File: src/tfd_pkg.sv
// Shared result kinds, frame constants and field widths for the touch frame decoder.
package tfd_pkg;

    localparam int KindWidth = 3;
    localparam int CoordWidth = 12;

    typedef logic [KindWidth-1:0] kind_t;
    typedef logic [CoordWidth-1:0] coord_t;

    localparam kind_t KIND_TOUCH = 3'd0;
    localparam kind_t KIND_SKIPPED = 3'd1;
    localparam kind_t KIND_RESP_OK = 3'd2;
    localparam kind_t KIND_RESP_ERR = 3'd3;
    localparam kind_t KIND_UNKNOWN = 3'd4;

    localparam logic [7:0] HDR_RESPONSE = 8'h55;

    localparam logic [7:0] CMD_CODE_12 = 8'h12;
    localparam logic [7:0] CMD_CODE_13 = 8'h13;
    localparam logic [7:0] CMD_CODE_20 = 8'h20;
    localparam logic [7:0] CMD_CODE_21 = 8'h21;

    localparam logic [7:0] RESP_LEN_NO_DATA = 8'h02;
    localparam logic [7:0] RESP_LEN_ONE_BYTE = 8'h03;

    localparam logic [7:0] PRESSURE_DOWN = 8'hFF;

    // Output tdata layout, lowest bit first.
    localparam int OutDataWidth = 56;
    localparam int OutUsedWidth = 50;

endpackage

File: src/touch_frame_decoder.sv
// Touch frame decoder: one five-byte controller frame in, one decoded result out.
// The result is registered: it appears on the master side in the cycle after its frame beat is accepted.
// One frame per cycle while the master side is not stalled; the result register is reloaded in the cycle it is taken.
// The pen and skip-counter state updates on each accepted touch beat, in arrival order.
// Reset (rst_n low, asynchronous) clears the result valid, the skip setting,
// the previous pen bit and the skip counter.
module touch_frame_decoder (
    input  logic                          clk,
    input  logic                          rst_n,
    // Configuration: skip_count
    input  logic                          cfg_wr_en,
    input  logic [7:0]                    cfg_wr_data,
    // Frame input
    input  logic                          s_axis_tvalid,
    output logic                          s_axis_tready,
    // expected_command, frame_byte0, frame_byte1, frame_byte2, frame_byte3, frame_byte4
    input  logic [47:0]                   s_axis_tdata,
    // command_pending
    input  logic [0:0]                    s_axis_tuser,
    // Result output
    output logic                          m_axis_tvalid,
    input  logic                          m_axis_tready,
    // pen_contact, position_x, position_y, pressure, response_command,
    // response_length, response_data, zero fill
    output logic [tfd_pkg::OutDataWidth-1:0] m_axis_tdata,
    // result_kind
    output tfd_pkg::kind_t                m_axis_tuser
);
    import tfd_pkg::*;

    logic       pending;
    logic [7:0] cmd;
    logic [7:0] b0;
    logic [7:0] b1;
    logic [7:0] b2;
    logic [7:0] b3;
    logic [7:0] b4;

    logic [7:0] skip_count_reg;
    logic       prev_pen_reg;
    logic       prev_pen_next;
    logic [7:0] skip_rem_reg;
    logic [7:0] skip_rem_next;

    logic       m_valid_reg;
    kind_t      kind_reg;
    kind_t      kind_next;
    logic [tfd_pkg::OutDataWidth-1:0] data_reg;
    logic [tfd_pkg::OutDataWidth-1:0] data_next;

    logic       accept;
    logic       is_touch;
    logic       is_resp;
    logic       pen;
    coord_t     pos_x;
    coord_t     pos_y;
    logic       len_ok;
    logic       resp_good;
    logic       resp_len;

    assign pending = s_axis_tuser[0];
    assign cmd = s_axis_tdata[7:0];
    assign b0 = s_axis_tdata[15:8];
    assign b1 = s_axis_tdata[23:16];
    assign b2 = s_axis_tdata[31:24];
    assign b3 = s_axis_tdata[39:32];
    assign b4 = s_axis_tdata[47:40];

    assign s_axis_tready = !m_valid_reg || m_axis_tready;
    assign accept = s_axis_tvalid && s_axis_tready;

    assign is_touch = !pending && b0[7];
    assign is_resp = pending && (b0 == HDR_RESPONSE);
    assign pen = b0[0];
    assign pos_x = {b2[4:0], b1[6:0]};
    assign pos_y = {b4[4:0], b3[6:0]};

    always_comb
    begin
        unique case (cmd)
            CMD_CODE_12, CMD_CODE_13, CMD_CODE_21: len_ok = (b1 == RESP_LEN_NO_DATA);
            CMD_CODE_20:                           len_ok = (b1 == RESP_LEN_ONE_BYTE);
            default:                               len_ok = 1'b0;
        endcase
    end

    assign resp_good = (b2 == 8'h00) && (b3 == cmd) && len_ok;
    // Only the one-data-byte command passes the length check with length three.
    assign resp_len = (cmd == CMD_CODE_20);

    always_comb
    begin
        prev_pen_next = prev_pen_reg;
        skip_rem_next = skip_rem_reg;
        kind_next = KIND_UNKNOWN;
        data_next = '0;
        if (is_touch)
        begin
            if ((pen == prev_pen_reg) && (skip_rem_reg != 8'd0))
            begin
                skip_rem_next = skip_rem_reg - 8'd1;
                kind_next = KIND_SKIPPED;
            end
            else
            begin
                prev_pen_next = pen;
                skip_rem_next = skip_count_reg;
                kind_next = KIND_TOUCH;
                data_next[0] = pen;
                data_next[12:1] = pos_x;
                data_next[24:13] = pos_y;
                data_next[32:25] = pen ? PRESSURE_DOWN : 8'h00;
            end
        end
        else if (is_resp)
        begin
            if (resp_good)
            begin
                kind_next = KIND_RESP_OK;
                data_next[40:33] = b3;
                data_next[41] = resp_len;
                data_next[49:42] = resp_len ? b4 : 8'h00;
            end
            else
            begin
                kind_next = KIND_RESP_ERR;
            end
        end
    end

    always_ff @(posedge clk or negedge rst_n)
    begin
        if (!rst_n)
        begin
            skip_count_reg <= 8'd0;
            prev_pen_reg <= 1'b0;
            skip_rem_reg <= 8'd0;
            m_valid_reg <= 1'b0;
        end
        else
        begin
            if (cfg_wr_en)
            begin
                skip_count_reg <= cfg_wr_data;
            end
            if (accept)
            begin
                prev_pen_reg <= prev_pen_next;
                skip_rem_reg <= skip_rem_next;
                m_valid_reg <= 1'b1;
            end
            else if (m_axis_tready)
            begin
                m_valid_reg <= 1'b0;
            end
        end
    end

    always_ff @(posedge clk)
    begin
        if (accept)
        begin
            kind_reg <= kind_next;
            data_reg <= data_next;
        end
    end

    assign m_axis_tvalid = m_valid_reg;
    assign m_axis_tuser = kind_reg;
    assign m_axis_tdata = data_reg;

endmodule

File: config.mk
export PLATFORM = sky130hd
export DESIGN_NAME = touch_frame_decoder
export DESIGN_NICKNAME = d
export VERILOG_FILES = /design/src/tfd_pkg.sv /design/src/touch_frame_decoder.sv
export SDC_FILE = /design/constraint.sdc
export NUM_CORES = 1
export LEC_CHECK = 0
export BUFFER_PORTS_ARGS = -buffer_cell sky130_fd_sc_hd__buf_2
export CAP_MARGIN = 5
export CORE_MARGIN = 8
export CORE_UTILIZATION = 43
export DETAILED_ROUTE_END_ITERATION = 12
export GPL_TIMING_DRIVEN = 1
export MAX_ROUTING_LAYER = met4
export PLACE_DENSITY = 0.84
export SYNTH_ARGS = -nofsm -noshare
export SYNTH_HDL_FRONTEND = slang
export SYNTH_SLANG_ARGS = --single-unit
File: constraint.sdc
create_clock -name clk -period 2 [get_ports clk]
set_input_delay 0.4 -clock clk [delete_from_list [all_inputs] [get_ports clk]]
set_output_delay 0.4 -clock clk [all_outputs]
set_load 0.01 [all_outputs]
# Word level (Yosys, flattened, before mapping)
# Index checks and enable logic that the tools add are counted.
dict set report word_totals {
  reg_bits 71
  word_cells 50
  inputBits 62
  out_inout_bits 61
}
dict set report op_classes {
  mux 9
  bitwise_logic 5
  n_reduce_logical 18
  eq_ne 9
  add_sub_neg 1
}
# operator count
set ops {}
lappend ops {{8-bit by 2-bit == test with 1-bit output, second input constant} 2}
lappend ops {{8-bit by 5-bit == test with 1-bit output, second input constant} 2}
lappend ops {{8-bit by 6-bit == test with 1-bit output, second input constant} 2}
lappend ops {{8-bit two-way mux} 2}
lappend ops {{8-bit by 7-bit == test with 1-bit output, second input constant} 1}
lappend ops {{8-bit == test} 1}
lappend ops {{8-bit logical NOT} 1}
lappend ops {{8-bit nonzero test} 1}
lappend ops {{8-bit by 1-bit subtractor with 8-bit output, second input constant} 1}
lappend ops {{1-bit logical AND} 6}
lappend ops {{3-bit two-way mux} 2}
lappend ops {{3-bit OR reduction} 2}
lappend ops {{1-bit inverter} 5}
lappend ops {{1-bit two-way mux} 4}
lappend ops {{4-bit OR reduction} 1}
lappend ops {{3-bit AND reduction} 1}
lappend ops {{1-bit logical NOT} 2}
lappend ops {{1-bit one-hot mux with 2 select lines} 1}
lappend ops {{2-bit AND reduction} 1}
lappend ops {{2-bit nonzero test} 1}
lappend ops {{2-bit OR reduction} 1}
lappend ops {{1-bit == test} 1}
lappend ops {{1-bit logical OR} 1}

# Depth between registers and ports, before layout
# Gate-level depths: netlist of the first run.
dict set report logic_depth {
  ltp_word 7
  depth_mapped 7
  depth_no_buf 6
}

# Worst setup path before layout of the first run
# No wires, ideal clock.
dict set report synth_path {
  kind {in2reg}
  start {input port m_axis_tready}
  end {register data_reg (netlist bit m_axis_tdata[10]) (enable)}
  arrival_ps 1729
  setup_time_ps 407
  path_buffers 0
  path_stages 2
  slack_ps -136
  t_required_ps 1593
  path_cell_list {nand2b_1 > and2_1}
}
dict set report synth_via {
  elab_chain_len 2
}
# item line_no
set synth_lines {}
lappend synth_lines {{start: declaration} touch_frame_decoder.sv:22} ;# input logic m_axis_tready,
lappend synth_lines {{1-bit logical OR} touch_frame_decoder.sv:69} ;# assign s_axis_tready = !m_valid_reg || m_axis_tready;
lappend synth_lines {{1-bit logical AND} touch_frame_decoder.sv:70} ;# assign accept = s_axis_tvalid && s_axis_tready;
lappend synth_lines {{net accept} touch_frame_decoder.sv:51} ;# logic accept;
lappend synth_lines {{end signal: assignment} touch_frame_decoder.sv:164} ;# data_reg <= data_next;
lappend synth_lines {{end: declaration} touch_frame_decoder.sv:48} ;# logic [tfd_pkg::OutDataWidth-1:0] data_reg;
# The timed path passes the listed nets, and every way through them passes these cells.
# A chain may end at the register's enable or synchronous reset.

# Worst setup path after layout of the first run
dict set report layout_path {
  start {register skip_rem_reg[0]}
  end {register skip_rem_reg[0]}
}
dict set report layout_via {
  elab_chain_len 3
  word_cells_on_any_way 4
  classes_between {1 x add/sub; 1 x mux; 2 x reduce/logical}
}
# item line_no
set layout_lines {}
lappend layout_lines {{start: declaration} touch_frame_decoder.sv:42} ;# logic [7:0] skip_rem_reg;
lappend layout_lines {{start signal: assignment} touch_frame_decoder.sv:149} ;# skip_rem_reg <= skip_rem_next;
lappend layout_lines {{branches (longest 2 deep; another with 8-bit by 1-bit subtractor with 8-bit output)} n/a}
lappend layout_lines {{8-bit two-way mux *} touch_frame_decoder.sv:99} ;# if ((pen == prev_pen_reg) && (skip_rem_reg != 8'd0))
# Every way passes the cells marked *.

==> parameters.txt, run 1 <==
Parameter                              Value

Clock network
  Post-CTS setup buffer count ... 0
  Clock-pin transition on the worst setup and hold timing paths ... around 0.07 ns
  Clock root buffer master ... sky130_fd_sc_hd__clkbuf_8
  TritonCTS clock tree ... built
  Buffer levels on the longest clock path ... 2
  CTS HTree Levels ... 3
  Clock Sink Count ... 63
  Skew-Pair Late Insertion Delay ... around 0.34 ns
  Number of clock buffers inserted by TritonCTS ... 9

Setup path
  Worst R2R Setup Slack ... between 0.2 and 0.25 ns
  Beginning of the worst register-to-register path ... skip_rem_reg[0]
  Depth of the worst register-to-register path ... 7
  Endpoint of the worst-slack reg-to-reg timing path ... skip_rem_reg[0]
  Crit path capture type ... flop
  Start-to-end type of the worst setup path ... reg2reg
  Crit path DAT ... 2.01 ns
  Worst-path fanout max ... 15
  Critical Path RT ... 2.23 ns
  Type of element launching the critical path ... flop

STA
  Final clock skew ... 0.006224 ns
  Total of endpoints with negative setup slack in the final report ... 0
  Worst-case headroom to the max-slew limit ... roughly two thirds
  RSZ-0062 raised after global routing ... no
  Final worst path period share ... between 80% and 90%
  Endpoints failing hold ... 0
  Maximum frequency from static timing analysis ... about 560 MHz
  Final Critical Period ... 1.780 ns
  Tightest Pin Transition ... around 0.50 ns
  Worst hold-check slack ... 0.2895 ns
  Final-layout setup total negative slack ... 0 ns
  Count of final max-slew check failures ... 0

Finish
  Post-route cell area ... approximately 3900 µm²
  Share of final-layout standard cells stronger than drive strength 1 ... a little under half
  Leading cell types in the layout, fill and taps excluded ... sky130_fd_sc_hd__buf_2 (116), sky130_fd_sc_hd__edfxtp_1 (45), sky130_fd_sc_hd__and2_1 (24), sky130_fd_sc_hd__dfrtp_1 (18), sky130_fd_sc_hd__inv_1 (17)
  Area overhead of the layout relative to synthesis ... 31.40%
  Count of non-filler cells in the finished layout ... 436
  Largest register FFs ... 42
  Most common library cell in the layout ignoring fill and taps ... sky130_fd_sc_hd__buf_2
  Fillers ... about 550
  # nets final ... about 410

Placement
  Detail Placement HPWL ... ~5.4 mm
  Buffers added on ports ... 116
  Placed Instance Area ... 3642 µm²
  Placer congestion estimate ... 0.8236
  Inst Count DP ... ~420

Yosys
  Number of distinct library cells after synthesis ... 50
  Synthesized cell area ... around 2900 µm²
  Sequential fraction of the synthesis area ... between 60% and 70%
  Synth Register Bits ... 63
  Average footprint of a synthesized cell ... 13.11 µm²
  Number of synthesis warnings ... 0
  Gate Count Post-Synth ... about 230

Global route
  Total routing usage reported by global routing ... about 15%
  GR Overflow Total ... 0
  Via count of the first global-routing pass ... between 2000 and 2500
  Initial antenna violation count ... 1
  Wire length of the first global-routing pass ... 11.00 mm
  Pin count of the biggest net entering global routing ... 46

Hold path
  Worst hold stages ... 2
  Hold wc startpoint ... s_axis_tvalid
  Endpoint of the worst hold path ... m_axis_tvalid
  Class of the tightest hold or removal check ... in2reg

Run status
  Run status ... completed

Routing
  Post-DR wirelength/cell ... about 16 µm
  Met2 WL ... about 3.4 mm
  Number of DRC violations after detailed routing ... 0
  Initial DRC Count ... 79
  Met1 WL ... between 2 and 3 mm
  Vias post-DR ... about 2200
  WL final ... 6.935 mm
  Mean number of vias per cell ... ~4.9
  Met3 Wirelength ... 726 µm
  Detailed-routing iteration count for the pre-antenna-repair pass ... 4
  Highest signal layer in the routed design ... met4
  Post-DRT Antenna Nets ... 0

Floorplan
  Die ar. ... around 9800 µm²
  Width of the die ... 98.82 µm
  Std-Cell Core Area ... around 6700 µm²
  I/O pin total ... about 120
  Initial Utilization ... between 40 and 50%
  Number of rows in the core area ... 30
  Chip Height ... around 100 µm

Pwr
  Post-layout total power ... about 3500 µW
  Leak Pwr ... about 0.0017 µW
  Cell area power density ... 904.4 nW/µm²
  Max VDD drop ... 0.4887 mV

Job
  Number of violations of the max-capacitance limit ... 0
[cell usage after synthesis (all sizes together)]
master | count | area [µm²]
a211o | 1 | 8.760
a211oi | 2 | 20.02
a21oi | 6 | 33.78
a22o | 1 | 8.760
a2bb2oi | 5 | 43.79
and2 | 26 | 163.9
and3 | 3 | 18.77
and4 | 1 | 10.01
buf | 16 | 121.4
clkbuf | 5 | 18.77
conb | 1 | 3.750
dfrtp | 18 | 450.4
edfxtp | 45 | 1351
ha | 2 | 25.02
inv | 17 | 63.81
mux2 | 8 | 90.09
mux2i | 6 | 60.06
nand2 | 9 | 33.78
nand2b | 3 | 18.77
nand3 | 3 | 20.02
nand3b | 1 | 7.510
nand4 | 2 | 27.53
nand4b | 1 | 8.760
nor2 | 4 | 15.01
nor2b | 2 | 15.02
nor3 | 13 | 100.1
nor3b | 3 | 22.52
nor4 | 5 | 46.29
nor4b | 2 | 23.77
nor4bb | 1 | 10.01
o21ai | 1 | 5.000
o22ai | 1 | 6.260
o32ai | 1 | 8.760
or3 | 2 | 12.51
or4 | 1 | 7.510
or4b | 2 | 23.77
xnor2 | 1 | 8.760
xor2 | 4 | 35.03
[metrics by stage]
| step | utilization, % | worst slack (ns) |
|---|---|---|
| final | 57.67 | 0.2197 |
| after global routing | 57.67 | 0.07786 |
| after CTS | 57.64 | 0.2020 |
| after detailed placement | 54.21 | -0.01540 |
| after global placement | 54.21 | 0.07827 |
| after floorplan | - | 0.2420 |
[metal layers]
| metal | GRT usage, % | up-vias |
|---|---|---|
| li1 | - | 1035 |
| met1 | 15.57 | 1009 |
| met2 | 24.53 | 104 |
| met5 | - | - |
| met4 | 3.896 | 0 |
| met3 | 6.765 | 6 |
[critical path, stage by stage (launching register included)]
cell and delay (ns):
sky130_fd_sc_hd__dfrtp_1 0.41, sky130_fd_sc_hd__inv_1 0.10, sky130_fd_sc_hd__ha_1 0.14, sky130_fd_sc_hd__nor4b_2 0.28
sky130_fd_sc_hd__a21oi_2 0.14, sky130_fd_sc_hd__buf_12 0.18, sky130_fd_sc_hd__and3_1 0.16, sky130_fd_sc_hd__a211o_1 0.25
[area by class of cell]
type	instances	area [µm²]	area share, %
tap	80	100.1	2.583
clock buffer	9	123.9	3.197
clock inverter	7	96.34	2.486
inverter	17	63.81	1.647
antenna	1	2.502	0.06458
multi-input combinational	133	978.4	25.25
timing repair buffer	126	708.2	18.28
sequential	63	1802	46.50
[worst max-delay path by stage]
stage	end	cells past startpoint	slack, ns	start
after global placement	m_axis_tuser[0]	5	0.08	s_axis_tdata[38]
after CTS	skip_rem_reg[0]	7	0.20	skip_rem_reg[0]
after detailed placement	m_axis_tdata[43]	6	-0.02	s_axis_tdata[38]
after floorplan	m_axis_tdata[14]	7	0.24	skip_rem_reg[0]
after global routing	skip_rem_reg[0]	7	0.08	skip_rem_reg[0]
final	skip_rem_reg[0]	7	0.22	skip_rem_reg[0]
[where the power goes]
part	leakage (µW)	internal, µW	switching, µW
Sequential	0.000655	1550	112
Combinational	0.000967	307	313
Clock	0.000102	703	518
Total	0.00172	2560	943
[what timing repair did]
| action | in CTS | in global routing |
|---|---|---|
| endpoints found under the hold margin | 18 | 0 |
| hold buffers | 1 | 0 |
| gates resized for setup | 0 | 0 |
[kinds of logic after synthesis]
family	count (synthesis)	synth area share (%)
flip-flops	63	61.09
buffers and inverters	38	6.915
other	1	0.1272
adder cells (fa/ha/maj)	2	0.8484
AO/OA/AOI/OAI	18	4.582
multiplexers	14	5.091
AND/OR/NAND/NOR	84	19.86
XOR/XNOR	5	1.485
Power figures use the tool's default switching activity.
==> run 2, diff against run 1 <==
Settings changed: CELL_PAD_IN_SITES_DETAIL_PLACEMENT set to 1, CELL_PAD_IN_SITES_GLOBAL_PLACEMENT set to 1, CORE_UTILIZATION 43 to 33, PLACE_DENSITY 0.84 to 0.83.
==> parameters.txt, run 2 (synthesized netlist as in run 1, its figures left out) <==
Parameter                              Value

Clock network
  Clock root buffer master ... sky130_fd_sc_hd__clkbuf_8
  Quantity of hold-fixing buffers added after cts ... 1 (unchanged)
  TritonCTS clock tree ... built
  Skew-Pair Late Insertion Delay ... 0.34 ns (about the same)
  CTS HTree Levels ... 3 (unchanged)
  Number of clock buffers inserted by TritonCTS ... 9 (unchanged)
  Clock Sink Count ... 63 (unchanged)
  Number of gates resized after cts ... 0 (unchanged)
  Clock-pin transition on the worst setup and hold timing paths ... 0.08 ns (about the same)
  Post-CTS setup buffer count ... 0 (unchanged)
  Buffer levels on the longest clock path ... 2 (unchanged)

STA
  RSZ-0062 raised after global routing ... no
  Final Critical Period ... 1.819 ns (+0.03906 ns)
  Worst hold-check slack ... 0.2926 ns (+0.003034 ns)
  Endpoints failing hold ... 0 (unchanged)
  Final clock skew ... 0.008004 ns (+0.001780 ns)
  Maximum frequency from static timing analysis ... 549.6 MHz (-2.1%)
  Count of final max-slew check failures ... 0 (unchanged)
  Final-layout setup total negative slack ... 0 ns (unchanged)
  Final worst path period share ... 90.97% (+2.0 points)
  Total of endpoints with negative setup slack in the final report ... 0 (unchanged)

Finish
  Most common library cell in the layout ignoring fill and taps ... sky130_fd_sc_hd__buf_2
  Count of non-filler cells in the finished layout ... 463 (+6.2%)
  Final standard cell utilization of the core ... 44.61% (-13 points)
  Share of final-layout standard cells stronger than drive strength 1 ... 46.76% (-0.28 points)
  Area overhead of the layout relative to synthesis ... 31.27% (about the same)
  Leading cell types in the layout, fill and taps excluded ... sky130_fd_sc_hd__buf_2 (116), sky130_fd_sc_hd__edfxtp_1 (45), sky130_fd_sc_hd__and2_1 (24), sky130_fd_sc_hd__dfrtp_1 (18), sky130_fd_sc_hd__inv_1 (17)
  N_diodes ... 0 (-1)
  Largest register FFs ... 42 (unchanged)
  # nets final ... 414 (unchanged)

Floorplan
  Initial Utilization ... 33.98% (-9.9 points)
  Number of rows in the core area ... 34 (+13%)
  Std-Cell Core Area ... 8678 µm² (+29%)
  I/O pin total ... 123 (unchanged)
  Chip Height ... 110.5 µm (+12%)
  Width of the die ... 110.5 µm (+12%)
  Die ar. ... 12220 µm² (+25%)

Setup path
  Start-to-end type of the worst setup path ... reg2reg
  Crit path DAT ... 1.92 ns (-0.09 ns)
  Beginning of the worst register-to-register path ... skip_rem_reg[0]
  Sequence of cells on the critical path ... inv_1, ha_1, nor4b_2, a21oi_2, nor2b_2, buf_12, and2_2
  CP startpoint ... skip_rem_reg[0]
  Type of element launching the critical path ... flop
  Largest stage delay on the critical path ... 0.38 ns (-0.03 ns)
  Cell with the largest stage delay on the worst path ... sky130_fd_sc_hd__dfrtp_1
  Critical Path RT ... 2.10 ns (-0.13 ns)
  Worst-path fanout max ... 25 (+10)
  Crit path capture type ... flop

Global route
  Total routing usage reported by global routing ... 13.78% (-1.0 points)
  Via count of the first global-routing pass ... 2444 (+12%)
  GR Overflow Total ... 0 (unchanged)
  Wire length of the first global-routing pass ... 13.10 mm (+19%)
  Initial antenna violation count ... 0 (-1)
  Pin count of the biggest net entering global routing ... 46 (unchanged)

Run status
  Run status ... completed

Pwr
  Post-layout total power ... 3413 µW (-2.6%)
  Leak Pwr ... 0.001704 µW (-1.2%)
  Cell area power density ... 881.7 nW/µm² (-2.5%)
  Max VDD drop ... 0.3629 mV (-26%)

Placement
  Placer congestion estimate ... 0.7369 (-11%)
  Inst Count DP ... 446 (+6.7%)
  Buffers added on ports ... 116 (unchanged)
  Detail Placement HPWL ... 6.479 mm (+21%)

Routing
  Vias post-DR ... 2205 (+2.4%)
  Post-DRT Antenna Nets ... 0 (unchanged)
  WL final ... 8.256 mm (+19%)
  Met2 WL ... 4.059 mm (+20%)
  Number of DRC violations after detailed routing ... 0 (unchanged)
  Met3 Wirelength ... 512 µm (-29%)
  Mean number of vias per cell ... 4.762 (-3.6%)
  Initial DRC Count ... 72 (-8.9%)
  Met1 WL ... 3.547 mm (+28%)
  Highest signal layer in the routed design ... met4
  Detailed-routing iteration count for the pre-antenna-repair pass ... 4 (unchanged)
  Post-DR wirelength/cell ... 17.83 µm (+12%)

Hold path
  Class of the tightest hold or removal check ... in2reg
  Hold wc startpoint ... cfg_wr_data[6]

Job
  Number of violations of the max-capacitance limit ... 0 (unchanged)
run 2: path summary, 6_finish.rpt:
kind | end | slack, ns | cells past startpoint
worst max-delay path | m_axis_tdata[14] | 0.18 | 7
worst min-delay path | skip_count_reg[6] | 0.29 | 2
worst max register to register | m_axis_tdata[14] | 0.18 | 7
worst min register to register | skip_count_reg[6] | 0.51 | 1
max in group asynchronous | skip_count_reg[0] | 1.18 | 2
min in group asynchronous | skip_count_reg[6] | 0.52 | 2
run 2: report_power, final:
group          switching [µW]  leakage [µW]  total [µW]  internal, µW
Clock                     542     0.0000855        1120           575
Combinational             326      0.000963         628           302
Sequential                117      0.000655        1670          1550
run 2: cell type report:
type                            instances  area, µm²
Timing Repair Buffer                  126      695.7
Tap cell                              108      135.1
Clock buffer                            9      123.9
Sequential cell                        63       1802
Inverter                               17      63.81
Fill cell                             973       4807
Multi-Input combinational cell        133      978.4
Clock inverter                          7      72.57
run 2: worst max-delay path, delay by kind of cell (launching register included):
| family | cells | cell delay (ns) |
|---|---|---|
| AOI/OAI and AO/OA | 1 | 0.31 |
| buffers and inverters | 2 | 0.24 |
| adders and majority gates | 1 | 0.20 |
| and+or+nand+nor | 3 | 0.45 |
| DFF | 1 | 0.38 |
run 2: metal layers:
| layer | vias to the layer above | GRT usage, % |
|---|---|---|
| li1 | 1031 | - |
| met1 | 1071 | 15.19 |
| met2 | 90 | 22.69 |
| met3 | 13 | 4.924 |
| met4 | 0 | 4.505 |
| met5 | - | - |
run 2: through the flow:
step | setup slack (ns) | instance area (µm²)
after floorplan | 0.2420 | 2984
after global placement | 0.05093 | 3665
after detailed placement | -0.01444 | 3665
after CTS | 0.1644 | 3871
after global routing | 0.04746 | 3871
final | 0.1806 | 3871
==> run 3, diff against run 2 <==
Settings changed: CORE_UTILIZATION 33 to 40, PLACE_DENSITY 0.83 to 0.93.
Clock period 2 ns to 2.2 ns, I/O delays scaled along.
==> parameters.txt, run 3 (synthesized netlist as in run 1, its figures left out) <==
Parameter                              Value

Run status
  Run status ... completed

Setup path
  Crit path DAT ... 2.06 ns (+0.14 ns)
  Critical Path RT ... 2.36 ns (+0.26 ns)
  Sequence of cells on the critical path ... buf_2, or4b_4, a211oi_2, nand3_2, nor3_1
  Crit path buf inv count ... 1 (-1)
  Type of element launching the critical path ... input pin
  Crit path capture type ... flop
  Start-to-end type of the worst setup path ... in2reg
  Cell with the largest stage delay on the worst path ... sky130_fd_sc_hd__or4b_4
  Crit-path leading delay family ... simple AND/OR/NAND/NOR gates
  Largest stage delay on the critical path ... 0.56 ns (+0.18 ns)
  Worst-path fanout max ... 13 (-48%)

Routing
  Post-DRT Antenna Nets ... 0 (unchanged)
  Detailed-routing iteration count for the pre-antenna-repair pass ... 4 (unchanged)
  Met3 Wirelength ... 629 µm (+23%)
  Vias post-DR ... 2214 (+0.41%)
  Number of DRC violations after detailed routing ... 0 (unchanged)
  Post-DR wirelength/cell ... 19.22 µm (+7.8%)
  Met1 WL ... 3.231 mm (-8.9%)
  Highest signal layer in the routed design ... met4
  WL final ... 8.688 mm (+5.2%)
  Mean number of vias per cell ... 4.898 (+2.9%)
  Initial DRC Count ... 42 (-42%)
  Met2 WL ... 4.575 mm (+13%)

Finish
  # nets final ... 413 (-0.24%)
  Area overhead of the layout relative to synthesis ... 30.25%
  Most common library cell in the layout ignoring fill and taps ... sky130_fd_sc_hd__buf_2
  Count of non-filler cells in the finished layout ... 452 (-2.4%)
  Fillers ... 818 (-16%)
  N_diodes ... 0 (unchanged)
  Leading cell types in the layout, fill and taps excluded ... sky130_fd_sc_hd__buf_2 (116), sky130_fd_sc_hd__edfxtp_1 (45), sky130_fd_sc_hd__and2_1 (24), sky130_fd_sc_hd__dfrtp_1 (18), sky130_fd_sc_hd__inv_1 (17)
  Share of final-layout standard cells stronger than drive strength 1 ... 46.18% (-0.58 points)
  Largest register FFs ... 42 (unchanged)
  Post-route cell area ... 3841 µm² (-0.78%)

Floorplan
  Std-Cell Core Area ... 7214 µm² (-17%)
  Number of rows in the core area ... 31 (-8.8%)
  Chip Height ... 101.9 µm (-7.8%)
  I/O pin total ... 123 (unchanged)
  Die ar. ... 10380 µm² (-15%)
  Initial Utilization ... 40.88% (+6.9 points)
  Width of the die ... 101.9 µm (-7.8%)

STA
  Final worst path period share ... a little under nine tenths
  Endpoints failing hold ... 0 (unchanged)
  Worst-case headroom to the max-slew limit ... between 50% and 60%
  Worst hold-check slack ... 0.03125 ns (-0.2613 ns)
  Count of final max-slew check failures ... 0 (unchanged)
  Maximum frequency from static timing analysis ... around 530 MHz
  Final clock skew ... 0.01410 ns (+0.006096 ns)
  Tightest Pin Transition ... between 0.7 and 0.8 ns
  RSZ-0062 raised after global routing ... no
  Total of endpoints with negative setup slack in the final report ... 0 (unchanged)
  Final Critical Period ... about 1.9 ns

Clock network
  Quantity of hold-fixing buffers added after cts ... 0 (-1)
  Clock-pin transition on the worst setup and hold timing paths ... 0.07 ns (about the same)
  Number of clock buffers inserted by TritonCTS ... 9 (unchanged)
  Clock root buffer master ... sky130_fd_sc_hd__clkbuf_8
  Post-CTS setup buffer count ... 0 (unchanged)
  Skew-Pair Late Insertion Delay ... 0.34 ns (about the same)
  Number of gates resized after cts ... 0 (unchanged)
  Buffer levels on the longest clock path ... 2 (unchanged)
  TritonCTS clock tree ... built
  CTS HTree Levels ... 3 (unchanged)
  Clock Sink Count ... 63 (unchanged)

Pwr
  Max VDD drop ... 0.4437 mV (+22%)
  Leak Pwr ... 0.001712 µW (+0.49%)
  Post-layout total power ... 3248 µW (-4.8%)
  Cell area power density ... 845.7 nW/µm² (-4.1%)

Global route
  Pin count of the biggest net entering global routing ... 30 (-35%)
  GR Overflow Total ... 0 (unchanged)
  Total routing usage reported by global routing ... 17.43% (+3.7 points)
  Wire length of the first global-routing pass ... 13.10 mm (unchanged)
  Initial antenna violation count ... 0 (unchanged)
  Via count of the first global-routing pass ... 2394 (-2.0%)

Placement
  Buffers added on ports ... 116 (unchanged)
  Inst Count DP ... 437 (-2.0%)
  Placed Instance Area ... 3616 µm² (-1.3%)
  Detail Placement HPWL ... 6.876 mm (+6.1%)
  Placer congestion estimate ... 0.8684 (+18%)

Job
  Number of violations of the max-capacitance limit ... 0 (unchanged)

Hold path
  Class of the tightest hold or removal check ... in2async
==> run 3: cell types whose count changed in the layout (fill, tap and decap cells not counted) <==
cell	previous run	this run
sky130_fd_sc_hd__inv_6	1	0
sky130_fd_sc_hd__dlygate4sd3_1	1	0
sky130_fd_sc_hd__clkbuf_1	0	1
sky130_fd_sc_hd__clkinv_1	1	2
sky130_fd_sc_hd__buf_12	3	0
sky130_fd_sc_hd__clkinvlp_4	4	0
sky130_fd_sc_hd__buf_4	6	9
sky130_fd_sc_hd__bufinv_16	1	3
==> run 3: cell type report <==
class	instances	area [µm²]	area share [%]
Timing Repair Buffer	125	648.1	16.87
Clock buffer	10	127.6	3.322
Tap cell	99	123.9	3.225
Clock inverter	5	97.59	2.541
Multi-Input combinational cell	133	978.4	25.47
Inverter	17	63.81	1.661
Sequential cell	63	1802	46.91
==> run 3: per-stage QoR <==
stage | setup slack (ns) | setup TNS, ns | util (%)
after floorplan | 0.02362 | 0 | -
after global placement | 0.08045 | 0 | 50.12
after detailed placement | -0.04772 | -0.08484 | 50.12
after CTS | 0.3054 | 0 | 53.24
after global routing | 0.2132 | 0 | 53.24
final | 0.3011 | 0 | 53.24
==> run 3: worst register-to-register path, cell delays in order (launching register included) <==
cell                        delay, ns
sky130_fd_sc_hd__dfrtp_1         0.40
sky130_fd_sc_hd__inv_1           0.10
sky130_fd_sc_hd__ha_1            0.20
sky130_fd_sc_hd__nor4b_2         0.17
sky130_fd_sc_hd__a21oi_2         0.17
sky130_fd_sc_hd__buf_4           0.22
sky130_fd_sc_hd__buf_4           0.17
sky130_fd_sc_hd__mux2i_1         0.23
sky130_fd_sc_hd__a2bb2oi_1       0.09
==> run 3: routing by layer <==
metal  vias to the layer above  track usage (%)
met3                        20            4.632
met1                      1074            17.60
met5                         -                -
li1                       1029                -
met2                        91            30.53
met4                         0            8.804
==> run 3: report_power, final <==
group | leakage (µW) | total, µW | internal [µW] | switching [µW]
sequential | 0.000655 | 1520 | 1410 | 108
combinational | 0.000946 | 564 | 262 | 303
clock | 0.000111 | 1160 | 740 | 425
==> run 3: worst paths after layout <==
check | slack, ns | cells after the start | to | from
min in group clk | 0.34 | 2 | skip_count_reg[0] | cfg_wr_data[0]
worst max register to register | 0.31 | 8 | skip_rem_reg[6] | skip_rem_reg[0]
worst min-delay path | 0.03 | 1 | skip_count_reg[3] | rst_n
worst max-delay path | 0.30 | 5 | m_axis_tdata[49] | s_axis_tdata[33]
worst min register to register | 0.50 | 2 | prev_pen_reg | prev_pen_reg
max in group asynchronous | 1.88 | 1 | m_axis_tvalid | rst_n
